`config.mk`:
```
export PLATFORM = sky130hd
export DESIGN_NAME = multichannel_biquad_cascade_filter
export DESIGN_NICKNAME = d
export VERILOG_FILES = /design/src/mbcf_pkg.sv /design/src/multichannel_biquad_cascade_filter.sv /design/src/mbcf_datapath.sv /design/src/mbcf_ctrl.sv
export SDC_FILE = /design/constraint.sdc
export NUM_CORES = 2
export LEC_CHECK = 0
export ABC_AREA = 1
export BUFFER_PORTS_ARGS = -buffer_cell sky130_fd_sc_hd__buf_4
export CAP_MARGIN = 20
export CORE_AREA = 3 3 442 444
export CTS_BUF_LIST = sky130_fd_sc_hd__clkbuf_8
export CTS_CLUSTER_SIZE = 30
export DETAILED_ROUTE_END_ITERATION = 7
export DIE_AREA = 0 0 445 447
export HOLD_SLACK_MARGIN = 0.08
export PLACE_DENSITY = 0.66
export SYNTH_ARGS = -nofsm -noshare
export SYNTH_HDL_FRONTEND = slang
export SYNTH_SLANG_ARGS = --single-unit
```
`constraint.sdc`:
```
create_clock -name clock -period 18.5 [get_ports clock]
set_input_delay 0.925 -clock clock [delete_from_list [all_inputs] [get_ports clock]]
set_output_delay 0.925 -clock clock [all_outputs]
set_load 0.005 [all_outputs]
```
`src/mbcf_pkg.sv`:
```
// Shared types, constants and step tables for the multichannel biquad cascade filter.
package mbcf_pkg;

   localparam int CHANNELS  = 3;
   localparam int SAMPLE_W  = 24;
   localparam int CH_W      = 2;
   localparam int OUT_W     = 32;
   localparam int STATE_W   = 48;
   localparam int ACC_W     = 64;
   localparam int COEF_W    = 32;
   localparam int HALF_W    = 24;
   localparam int PROD_W    = HALF_W + 1 + COEF_W;
   localparam int STEP_W    = 5;
   localparam int COEF_IDX_W = 4;

   localparam logic [STEP_W-1:0] SEC1_LAST  = 5'd6;
   localparam logic [STEP_W-1:0] SEC2_FIRST = 5'd7;
   localparam logic [STEP_W-1:0] LAST_STEP  = 5'd16;

   typedef enum logic [3:0] {
      SEL_X0, SEL_X1, SEL_X2, SEL_Y1A, SEL_Y1B,
      SEL_MID, SEL_M1, SEL_M2, SEL_Z1, SEL_Z2
   } sel_type;

   typedef enum logic [1:0] {
      PART_FULL, PART_LO, PART_HI
   } part_type;

   typedef struct packed {
      sel_type                 sel;
      part_type                part;
      logic [COEF_IDX_W-1:0]   coef_idx;
   } step_type;

   typedef struct packed {
      logic     load_sample;
      logic     load_state;
      logic     mul_en;
      logic     first;
      step_type step;
      logic     round;
      logic     mid;
      logic     finish;
      logic     zero_out;
   } cmd_type;

   // feedback coefficients are stored negated so every term is added
   function automatic logic signed [COEF_W-1:0] coef_of(input logic [COEF_IDX_W-1:0] idx);
      logic signed [COEF_W-1:0] c;
      unique case (idx)
         4'd0:    c = 32'sd160028528;
         4'd1:    c = 32'sd320057057;
         4'd2:    c = 32'sd160028528;
         4'd3:    c = 32'sd892284803;
         4'd4:    c = -32'sd372894784;
         4'd5:    c = 32'sd536870912;
         4'd6:    c = 32'sd1073741824;
         4'd7:    c = 32'sd536870912;
         4'd8:    c = 32'sd979949285;
         4'd9:    c = -32'sd462276714;
         default: c = '0;
      endcase
      return c;
   endfunction

   function automatic step_type step_of(input logic [STEP_W-1:0] idx);
      step_type s;
      unique case (idx)
         5'd0:    s = '{SEL_X0,  PART_FULL, 4'd0};
         5'd1:    s = '{SEL_X1,  PART_FULL, 4'd1};
         5'd2:    s = '{SEL_X2,  PART_FULL, 4'd2};
         5'd3:    s = '{SEL_Y1A, PART_LO,   4'd3};
         5'd4:    s = '{SEL_Y1A, PART_HI,   4'd3};
         5'd5:    s = '{SEL_Y1B, PART_LO,   4'd4};
         5'd6:    s = '{SEL_Y1B, PART_HI,   4'd4};
         5'd7:    s = '{SEL_MID, PART_LO,   4'd5};
         5'd8:    s = '{SEL_MID, PART_HI,   4'd5};
         5'd9:    s = '{SEL_M1,  PART_LO,   4'd6};
         5'd10:   s = '{SEL_M1,  PART_HI,   4'd6};
         5'd11:   s = '{SEL_M2,  PART_LO,   4'd7};
         5'd12:   s = '{SEL_M2,  PART_HI,   4'd7};
         5'd13:   s = '{SEL_Z1,  PART_LO,   4'd8};
         5'd14:   s = '{SEL_Z1,  PART_HI,   4'd8};
         5'd15:   s = '{SEL_Z2,  PART_LO,   4'd9};
         5'd16:   s = '{SEL_Z2,  PART_HI,   4'd9};
         default: s = '{SEL_X0,  PART_FULL, 4'd0};
      endcase
      return s;
   endfunction

endpackage

```
`src/multichannel_biquad_cascade_filter.sv`:
```
// Top level of the three-channel two-section biquad cascade filter.
//
//   port group  direction  payload
//   req_        in         sample (s24, Q23), channel (u2)
//   rsp_        out        filtered (s32)
//
// Each word takes 17 passes through the single 25x32 multiplier plus rounding
// and write-back steps; req_stall holds off the next word until the done step.
// A word in an unused channel skips to the done step, returns zero and touches no state.
// The output register frees the core; a stalled result holds only the done step.
// Synchronous reset clears all delay registers and the handshakes.
module multichannel_biquad_cascade_filter (
   input  logic                                 clock,
   input  logic                                 reset,
   input  logic                                 req_valid,
   output logic                                 req_stall,
   input  logic signed [mbcf_pkg::SAMPLE_W-1:0] req_sample,
   input  logic [mbcf_pkg::CH_W-1:0]            req_channel,
   output logic                                 rsp_valid,
   input  logic                                 rsp_stall,
   output logic signed [mbcf_pkg::OUT_W-1:0]    rsp_filtered
);
   import mbcf_pkg::*;

   cmd_type cmd;

   mbcf_ctrl u_ctrl (
      .clock       (clock),
      .reset       (reset),
      .req_valid   (req_valid),
      .req_stall   (req_stall),
      .req_channel (req_channel),
      .rsp_valid   (rsp_valid),
      .rsp_stall   (rsp_stall),
      .cmd         (cmd)
   );

   mbcf_datapath u_datapath (
      .clock        (clock),
      .reset        (reset),
      .cmd          (cmd),
      .req_sample   (req_sample),
      .req_channel  (req_channel),
      .rsp_filtered (rsp_filtered)
   );

endmodule

```
`src/mbcf_datapath.sv`:
```
// Datapath: per-channel delay registers, shared multiplier, accumulator and rounding.
module mbcf_datapath (
   input  logic                                 clock,
   input  logic                                 reset,
   input  mbcf_pkg::cmd_type                    cmd,
   input  logic signed [mbcf_pkg::SAMPLE_W-1:0] req_sample,
   input  logic [mbcf_pkg::CH_W-1:0]            req_channel,
   output logic signed [mbcf_pkg::OUT_W-1:0]    rsp_filtered
);
   import mbcf_pkg::*;

   typedef struct packed {
      logic [SAMPLE_W-1:0] x1;
      logic [SAMPLE_W-1:0] x2;
      logic [STATE_W-1:0]  y1a;
      logic [STATE_W-1:0]  y1b;
      logic [STATE_W-1:0]  m1;
      logic [STATE_W-1:0]  m2;
      logic [STATE_W-1:0]  z1;
      logic [STATE_W-1:0]  z2;
   } chan_type;

   chan_type                   chan_ff [CHANNELS];
   chan_type                   st_ff;
   logic [SAMPLE_W-1:0]        x0_ff;
   logic [CH_W-1:0]            ch_ff;
   logic signed [PROD_W-1:0]   prod_ff, prod_in;
   logic                       prod_vld_ff, prod_first_ff, prod_hi_ff;
   logic [ACC_W-1:0]           acc_ff, acc_in, addend, prod_ext, rnd;
   logic [STATE_W-1:0]         y1_ff, mid_ff, mid_sum, y_round, operand;
   logic signed [HALF_W:0]     mul_a;
   logic signed [OUT_W-1:0]    filtered_ff;
   chan_type                   st_next;

   always_comb begin
      case (cmd.step.sel)
         SEL_X0:  operand = {{(STATE_W-SAMPLE_W){x0_ff[SAMPLE_W-1]}}, x0_ff};
         SEL_X1:  operand = {{(STATE_W-SAMPLE_W){st_ff.x1[SAMPLE_W-1]}}, st_ff.x1};
         SEL_X2:  operand = {{(STATE_W-SAMPLE_W){st_ff.x2[SAMPLE_W-1]}}, st_ff.x2};
         SEL_Y1A: operand = st_ff.y1a;
         SEL_Y1B: operand = st_ff.y1b;
         SEL_MID: operand = mid_ff;
         SEL_M1:  operand = st_ff.m1;
         SEL_M2:  operand = st_ff.m2;
         SEL_Z1:  operand = st_ff.z1;
         SEL_Z2:  operand = st_ff.z2;
         default: operand = '0;
      endcase
      case (cmd.step.part)
         PART_FULL: mul_a = {operand[HALF_W-1], operand[HALF_W-1:0]};
         PART_LO:   mul_a = {1'b0, operand[HALF_W-1:0]};
         PART_HI:   mul_a = {operand[STATE_W-1], operand[STATE_W-1:HALF_W]};
         default:   mul_a = '0;
      endcase
   end

   assign prod_in  = mul_a * coef_of(cmd.step.coef_idx);
   assign prod_ext = {{(ACC_W-PROD_W){prod_ff[PROD_W-1]}}, prod_ff};
   assign addend   = prod_hi_ff ? {prod_ext[ACC_W-HALF_W-1:0], {HALF_W{1'b0}}} : prod_ext;
   assign acc_in   = (prod_first_ff ? '0 : acc_ff) + addend;

   // rounded section output: (acc + 2^28) >>> 29, held in 48 bits
   assign rnd     = acc_ff + (ACC_W'(1) << 28);
   assign y_round = {{(STATE_W-(ACC_W-29)){rnd[ACC_W-1]}}, rnd[ACC_W-1:29]};
   assign mid_sum = y1_ff + STATE_W'(16);

   always_comb begin
      st_next     = st_ff;
      st_next.x1  = x0_ff;
      st_next.x2  = st_ff.x1;
      st_next.y1a = y1_ff;
      st_next.y1b = st_ff.y1a;
      st_next.m1  = mid_ff;
      st_next.m2  = st_ff.m1;
      st_next.z1  = y_round;
      st_next.z2  = st_ff.z1;
   end

   always_ff @(posedge clock) begin
      if (reset) begin
         for (int i = 0; i < CHANNELS; i++) begin
            chan_ff[i] <= '0;
         end
         prod_vld_ff <= 1'b0;
      end else begin
         prod_vld_ff <= cmd.mul_en;
         if (cmd.finish && !cmd.zero_out) begin
            chan_ff[ch_ff] <= st_next;
         end
      end
   end

   always_ff @(posedge clock) begin
      if (cmd.load_sample) begin
         x0_ff <= req_sample;
         ch_ff <= req_channel;
      end
      if (cmd.load_state) begin
         st_ff <= chan_ff[req_channel];
      end
      prod_ff       <= prod_in;
      prod_first_ff <= cmd.first;
      prod_hi_ff    <= (cmd.step.part == PART_HI);
      if (prod_vld_ff) begin
         acc_ff <= acc_in;
      end
      if (cmd.round) begin
         y1_ff <= y_round;
      end
      if (cmd.mid) begin
         mid_ff <= {{5{mid_sum[STATE_W-1]}}, mid_sum[STATE_W-1:5]};
      end
      if (cmd.finish) begin
         filtered_ff <= cmd.zero_out ? '0 : y_round[OUT_W+5:6];
      end
   end

   assign rsp_filtered = filtered_ff;

endmodule

```
`src/mbcf_ctrl.sv`:
```
// Controller: sequences the multiply-accumulate steps and owns the handshakes.
module mbcf_ctrl (
   input  logic                      clock,
   input  logic                      reset,
   input  logic                      req_valid,
   output logic                      req_stall,
   input  logic [mbcf_pkg::CH_W-1:0] req_channel,
   output logic                      rsp_valid,
   input  logic                      rsp_stall,
   output mbcf_pkg::cmd_type         cmd
);
   import mbcf_pkg::*;

   typedef enum logic [2:0] {
      ST_IDLE, ST_MAC, ST_WAIT1, ST_ROUND, ST_MID, ST_WAIT2, ST_DONE
   } state_type;

   state_type         state_ff;
   logic [STEP_W-1:0] step_ff;
   logic              zero_ff;
   logic              rsp_valid_ff;
   logic              accept, chan_ok, slot_free;

   assign req_stall = (state_ff != ST_IDLE);
   assign accept    = req_valid && !req_stall;
   assign chan_ok   = int'(req_channel) < CHANNELS;
   assign slot_free = !rsp_valid_ff || !rsp_stall;

   always_comb begin
      cmd             = '0;
      cmd.load_sample = accept;
      cmd.load_state  = accept && chan_ok;
      cmd.mul_en      = (state_ff == ST_MAC);
      cmd.first       = (state_ff == ST_MAC) && (step_ff == '0 || step_ff == SEC2_FIRST);
      cmd.step        = step_of(step_ff);
      cmd.round       = (state_ff == ST_ROUND);
      cmd.mid         = (state_ff == ST_MID);
      cmd.finish      = (state_ff == ST_DONE) && slot_free;
      cmd.zero_out    = zero_ff;
   end

   always_ff @(posedge clock) begin
      if (reset) begin
         state_ff     <= ST_IDLE;
         step_ff      <= '0;
         zero_ff      <= 1'b0;
         rsp_valid_ff <= 1'b0;
      end else begin
         if (cmd.finish) begin
            rsp_valid_ff <= 1'b1;
         end else if (!rsp_stall) begin
            rsp_valid_ff <= 1'b0;
         end
         unique case (state_ff)
            ST_IDLE: begin
               if (accept) begin
                  step_ff  <= '0;
                  zero_ff  <= !chan_ok;
                  state_ff <= chan_ok ? ST_MAC : ST_DONE;
               end
            end
            ST_MAC: begin
               step_ff <= step_ff + STEP_W'(1);
               if (step_ff == SEC1_LAST) begin
                  state_ff <= ST_WAIT1;
               end else if (step_ff == LAST_STEP) begin
                  state_ff <= ST_WAIT2;
               end
            end
            ST_WAIT1: state_ff <= ST_ROUND;
            ST_ROUND: state_ff <= ST_MID;
            ST_MID:   state_ff <= ST_MAC;
            ST_WAIT2: state_ff <= ST_DONE;
            ST_DONE: begin
               if (slot_free) begin
                  state_ff <= ST_IDLE;
               end
            end
            default: state_ff <= ST_IDLE;
         endcase
      end
   end

   assign rsp_valid = rsp_valid_ff;

   a_accept_leaves_idle: assert property (@(posedge clock) disable iff (reset)
      accept |=> (state_ff != ST_IDLE))
      else $error("accepted word did not start processing");

   a_step_bound: assert property (@(posedge clock) disable iff (reset)
      (state_ff == ST_MAC) |-> (step_ff <= LAST_STEP))
      else $error("step counter past last step");

   a_wait1_step: assert property (@(posedge clock) disable iff (reset)
      (state_ff == ST_WAIT1) |-> (step_ff == SEC2_FIRST))
      else $error("first section ended at wrong step");

   a_rsp_from_done: assert property (@(posedge clock) disable iff (reset)
      $rose(rsp_valid_ff) |-> $past(state_ff == ST_DONE))
      else $error("result word raised outside done state");

endmodule

```
## Yosys cells after proc, flatten, opt, wreduce, memory -nomap -nowiden

Memories as Yosys holds them, arrays and structs flattened. A register that Yosys moved wholly into a read port is not among the register bits.
Index checks and enable logic that the tools add are counted.

- Register bits: 255
- RAM bits: 1008
- Memory bits (read-only): 816
- Input port bits: 30
- Output and inout bits: 34
- Word-level logic and storage cells: 93
- Memories kept: 3

- Add/subtract/negate cells: 4
- $mul: 1
- $lt $le $gt $ge: 1
- Equality and inequality tests: 24
- Mux-type cells: 24
- Reduce and logical (&&, ||, !) cells: 22

Memories:

| memory | words | bits a word | rd ports | clocked after Yosys merged registers in | wr ports | line | RTL |
|---|---|---|---|---|---|---|---|
| u_datapath.chan_ff | 3 | 336 | 1 | 1 | 3 | mbcf_datapath.sv:23 | `chan_type chan_ff [CHANNELS];` |
| (no name shown) | 16 | 31 | 1 | 0 | 0 | mbcf_pkg.sv:50 | `unique case (idx)` |
| (no name shown) | 32 | 10 | 1 | 1 | 0 | mbcf_pkg.sv:68 | `unique case (idx)` |

Operators by type and width:

| kind | number |
|---|---|
| 48-bit one-hot mux with 10 select lines | 1 |
| 336-bit 2-to-1 mux | 1 |
| 336-bit OR reduction | 1 |
| 64-bit 2-to-1 mux | 2 |
| 25-bit one-hot mux with 3 select lines | 1 |
| 64-bit by 29-bit adder with 64-bit output (second input constant) | 1 |
| 64-bit adder | 1 |
| 25-bit by 32-bit multiplier with 57-bit output | 1 |
| 35-bit by 6-bit adder with 36-bit output (second input constant) | 1 |
| 3-bit one-hot mux with 7 select lines | 1 |
| 4-bit by 3-bit equality test with 1-bit output (second input constant) | 4 |
| 3-bit 2-to-1 mux | 5 |
| 5-bit 2-to-1 mux | 3 |
| 5-bit by 3-bit equality test with 1-bit output (second input constant) | 2 |
| 5-bit one-hot mux with 2 select lines | 1 |
| 3-bit equality test (second input constant) | 3 |
| 4-bit by 2-bit equality test with 1-bit output (second input constant) | 2 |
| 4-bit equality test (second input constant) | 2 |
| 1-bit 2-to-1 mux | 8 |
| 3-bit by 2-bit equality test with 1-bit output (second input constant) | 2 |
| 2-bit by 1-bit != test with 1-bit output (second input constant) | 3 |
| 5-bit by 1-bit adder with 5-bit output (second input constant) | 1 |
| 5-bit equality test (second input constant) | 1 |
| 1-bit logical AND | 5 |
| other kinds (17) | 23 |

## Longest topological paths before layout

- Depth in word-level cells: 9
- Gate-level depth with buffers: 42
- Depth with buffers taken out: 39

## Cells and area by module

Synthesis repeated with hierarchy kept, for this count alone.

- Cell total of the unflattened synthesis: 10255
- Area total of the unflattened synthesis: 96456.3 um2

By module, submodules not included:

| module | times used | cells an instance | area each (um2) | seq. area each (um2) |
|---|---|---|---|---|
| mbcf_datapath | 1 | 10105 | 95440.3 | 44292.5 |
| mbcf_ctrl | 1 | 150 | 1016.0 | 320.3 |

## Least setup slack after synthesis

Ideal clock, no wire load.

- Path kind: input to register
- From: in reset
- To: mem u_datapath.chan_ff[3][0] (netlist bit) (enable)
- Library setup time: 864 ps
- Arrival: 11778 ps
- Required time: 17636 ps
- Setup slack: 5857 ps
- Stages on the path: 4
- Path buffers: 1
- Cell sequence: clkbuf_1 > nor3_2 > nand2_1 > nor2_1

RTL lines:

| element | line | RTL |
|---|---|---|
| start: declaration | multichannel_biquad_cascade_filter.sv:14 | `input logic reset,` |
| end: declaration | mbcf_datapath.sv:23 |  |

## Final worst setup path

- From: reg u_ctrl.cmd[7] (netlist name)
- To: reg u_datapath.prod_ff[36]

- Word-level cells in the longest chain between the ends: 2

Ends and longest elaborated chain:

| element | line | RTL |
|---|---|---|
| memory 16 x 31 bit | - |  |
| 25-bit by 32-bit multiplier with 57-bit output | mbcf_datapath.sv:57 | `assign prod_in = mul_a * coef_of(cmd.step.coef_idx);` |
| via u_datapath.prod_in[36] | mbcf_datapath.sv:27 | `logic signed [PROD_W-1:0] prod_ff, prod_in;` |
| end signal: assignment | mbcf_datapath.sv:101 | `prod_ff <= prod_in;` |
| end: declaration | mbcf_datapath.sv:27 |  |

The timed path passes the listed nets, and every way through them passes these cells.
A chain may end at the register's enable or synchronous reset.

==> impl_summary.txt <==
----------------------------------------------------
[Critical path]
  Levels on crit path ... 29
  Termination of the worst setup path ... u_datapath.prod_ff[36]
  Worst path max stage delay ... 0.69 ns
  Critical path fanouts, max ... 20
  WS Path Type ... flip-flop to flip-flop
  Setup crit end kind ... flip-flop
  Most frequent cell on the critical path ... fa_1
  R2R Path Start ... u_ctrl.cmd[7]
  Register-to-register setup slack ... 8.38 ns
  CP max stage cell ... fa_1
  Buffering stage count on the worst path with inverters included ... 8
  Reg2Reg Capture Point ... u_datapath.prod_ff[36]
  WP data arrival ... 10.96 ns
  Element type at the critical path start ... flip-flop
  Beginning of the critical path ... u_ctrl.cmd[7]
  Kind of cell adding the most delay to the critical path ... adder cells
  Worst EP required ... 19.34 ns
  Worst R2R Path Depth ... 29

[Die]
  Effective utilization at floorplan ... 0.500
  Core Footprint ... 0.192 mm^2
  Row Count ... around 160
  Chip Width ... 445 um
  Ports placed on the boundary ... 64
  Die height ... between 400 and 500 um
  Die Outline Area ... 0.199 mm^2

[Yosys]
  Post-synth top area cell ... edfxtp_1
  Cell types with the largest area share after synthesis ... edfxtp_1 (45%), fa_1 (17%), nor2_1 (7.8%), inv_1 (7.2%), nand2_1 (6.7%)
  Main flop type after synthesis ... edfxtp_1
  Syn Inst Count ... 10,254
  Most instantiated library cell after synthesis ... nor2_1
  Async SR Flop Fraction ... 0
  Netlist Area Pre-Place ... between 0.09 and 0.1 mm^2
  Cell types with the highest counts after synthesis ... nor2_1 (2,006), inv_1 (1,832), nand2_1 (1,700)
  Synth Net Count ... between 10,000 and 15,000
  Register area share after synthesis ... 0.465
  Flip-flop and latch count after synthesis ... 1,511
  Count of different cell masters after synthesis ... 45
  Yosys top cell area share ... 0.449
  Avg Inst Size Synth ... a little over 9 um^2
  Count of flip-flops with a built-in enable after synthesis ... roughly 1,400
  Yosys warning count ... 0

[Status]
  Outcome ... finished, final reports clean

[Finish]
  Summed area of non-filler cells in the final layout ... 0.104 mm^2
  Final net count ... 11,329
  Share of final-layout standard cells stronger than drive strength 1 ... 0.0518
  Area growth from synthesis to final layout ... 7.98%
  Post-route core utilization ... 0.540
  Fillers ... 17,423

[CTS]
  Clock slew at the register clock pins of the worst setup and hold paths ... approximately 0.060 ns
  Post_cts resized ... 0
  H-tree levels ... 4
  Clock insertion delay at the later pin of the skew report ... around 1 ns
  Root buffer selected by CTS ... clkbuf_8
  CTS max path bufs ... 3
  CTS Sinks ... 1,511
  Clock tree from TritonCTS ... done
  CTS buffer count ... ~240

[GRT]
  Initial antenna violation count ... 17
  Vias in the first global route ... 71,806
  Gr usage total ... 0.332
  Remaining global-route overflow ... 0
  Wire length of the first global-routing pass ... 483,000 um
  Largest net degree at the start of global routing ... 179

[Timing]
  Final count of hold timing violations ... 0
  Transition time at the pin with the least slew margin ... between 1 and 1.5 ns
  Worst hold slack ... 0.221 ns
  Final period util ... 0.547
  Final-report setup violation count ... 0
  Time the final worst path needs with I/O delays and setup ... 10.12 ns
  Maximum clock rate ... 98.8 MHz
  Max_slew headroom ... 0.241
  Max-slew violation count ... 0
  Setup TNS ... 0 ns
  Unrepaired setup endpoints after global routing ... false
  Clock Skews ... about 0.11 ns

[Placed design]
  Post-DP HPWL ... 237,000 um
  Cell area after placement ... 0.0986 mm^2
  Port Buffer Count ... 63
  RD Place Congestion ... 1.01

[Route]
  Remaining design rule violation count ... 0
  Residual antenna-violating net count after detailed routing ... 0
  Drt total wl ... 329,000 um
  Count of TritonRoute iterations in the first routing pass ... 7
  Number of DRC violations after detailed-routing iteration 0 ... 8,906
  Via total after detailed routing ... 73,333
  Routed wire length per instance ... ~25 um
  Average vias per placed instance ... 5.65

[Hold path]
  Worst min-delay path category ... primary input to flip-flop

[Flow run]
  Max-Cap Viols ... 0

----------------------------------------------------
-- worst min path at each step --
stage                          startpoint  cells past startpoint  slack (ns)                    endpoint
finish                     req_sample[23]                      1        0.22        u_datapath.x0_ff[23]
global route               req_sample[23]                      1        0.16        u_datapath.x0_ff[23]
CTS                        req_sample[23]                      1        0.17        u_datapath.x0_ff[23]
detailed placement  u_datapath.mid_ff[19]                      0        0.43  u_datapath.chan_ff[3][163]
global placement    u_datapath.st_ff[265]                      0        0.43  u_datapath.chan_ff[3][217]
floorplan               u_ctrl.step_ff[4]                      1        0.42    u_datapath.prod_first_ff
-- flip-flops by register name, indices dropped and copies added, names as in the netlist --
| signal | cells |
|---|---|
| u_datapath.chan_ff | 1000 |
| u_datapath.st_ff | 250 |
| u_datapath.acc_ff | 64 |
| u_datapath.prod_ff | 57 |
| u_datapath.y1_ff | 35 |
| u_datapath.mid_ff | 31 |
| u_datapath.rsp_filtered | 29 |
| u_datapath.x0_ff | 24 |
| u_ctrl.cmd | 6 |
| u_ctrl.step_ff | 5 |
| u_ctrl.state_ff | 3 |
| u_datapath.ch_ff | 2 |
| u_ctrl.rsp_valid | 1 |
| u_ctrl.zero_ff | 1 |
| u_datapath.prod_first_ff | 1 |
| u_datapath.prod_hi_ff | 1 |
| u_datapath.prod_vld_ff | 1 |
-- metrics by stage --
| stage | setup slack, ns | cells |
|---|---|---|
| after floorplan | 5.86 | 10254 |
| after global placement | 8.50 | 12512 |
| after detailed placement | 8.57 | 12513 |
| after CTS | 8.47 | 12978 |
| after global routing | 7.90 | 12983 |
| final | 8.38 | 12987 |
-- kinds of logic (layout without fill, tap and decap cells) --
family / count (synthesis) / count (layout) / share of synthesized area
XOR/XNOR: 104 / 104 / 0.00950
buffers and inverters: 2271 / 2472 / 0.0909
other: 0 / 6 / 0
AO/OA/AOI/OAI: 1190 / 1190 / 0.0662
AND/OR/NAND/NOR: 4135 / 4135 / 0.170
adder cells (fa/ha/maj): 1043 / 1043 / 0.198
flip-flops: 1511 / 1511 / 0.465
-- what timing repair did --
| item | in CTS | in global routing |
|---|---|---|
| endpoints found under the hold margin | 23 | 0 |
| hold buffers | 23 | 0 |
| setup buffers | 0 | 0 |
-- routing by layer --
metal  share of wire  global-route usage  wire, um
met1            0.40               0.465    132000
met3            0.11              0.0745     35900
met5         0.00030                   0        99
met2            0.45               0.505    147000
met4           0.045               0.129     14800
-- area by class of cell --
class                           instances  area, um^2  area share
Antenna cell                            6        15.0    0.000145
Clock buffer                          250        3440      0.0332
Clock inverter                        192        1180      0.0114
Inverter                             1857        6990      0.0674
Multi-Input combinational cell       6472       42700       0.412
Sequential cell                      1511       44600       0.431
Tap cell                             2526        3160      0.0305
Timing Repair Buffer                  173        1500      0.0145
-- placed cells by master (no fill, tap or decap), types with 5 or more instances in the layout --
cell type / n
a21oi_1: 153
and3_1: 11
buf_12: 7
buf_4: 137
bufinv_16: 6
clkbuf_8: 251
clkinv_1: 44
clkinv_16: 5
clkinv_2: 28
clkinv_4: 5
clkinvlp_4: 6
dfxtp_1: 73
diode_2: 6
dlygate4sd3_1: 23
edfxtp_1: 1435
fa_1: 796
ha_1: 247
inv_1: 1920
inv_2: 23
nand2_1: 1697
nand2_2: 25
nand3_1: 238
nand3b_1: 8
nand4_1: 61
nor2_1: 2003
nor2_4: 6
nor3_1: 46
nor4_1: 10
o21a_1: 5
o21ai_0: 713
o21ai_1: 29
o21bai_1: 12
o22ai_1: 270
or2_2: 6
xnor2_1: 6
xor2_1: 98
Power is left out: the tool's default activity adds up to more than one toggle a clock period on the data nets, which glitch-free logic cannot reach.
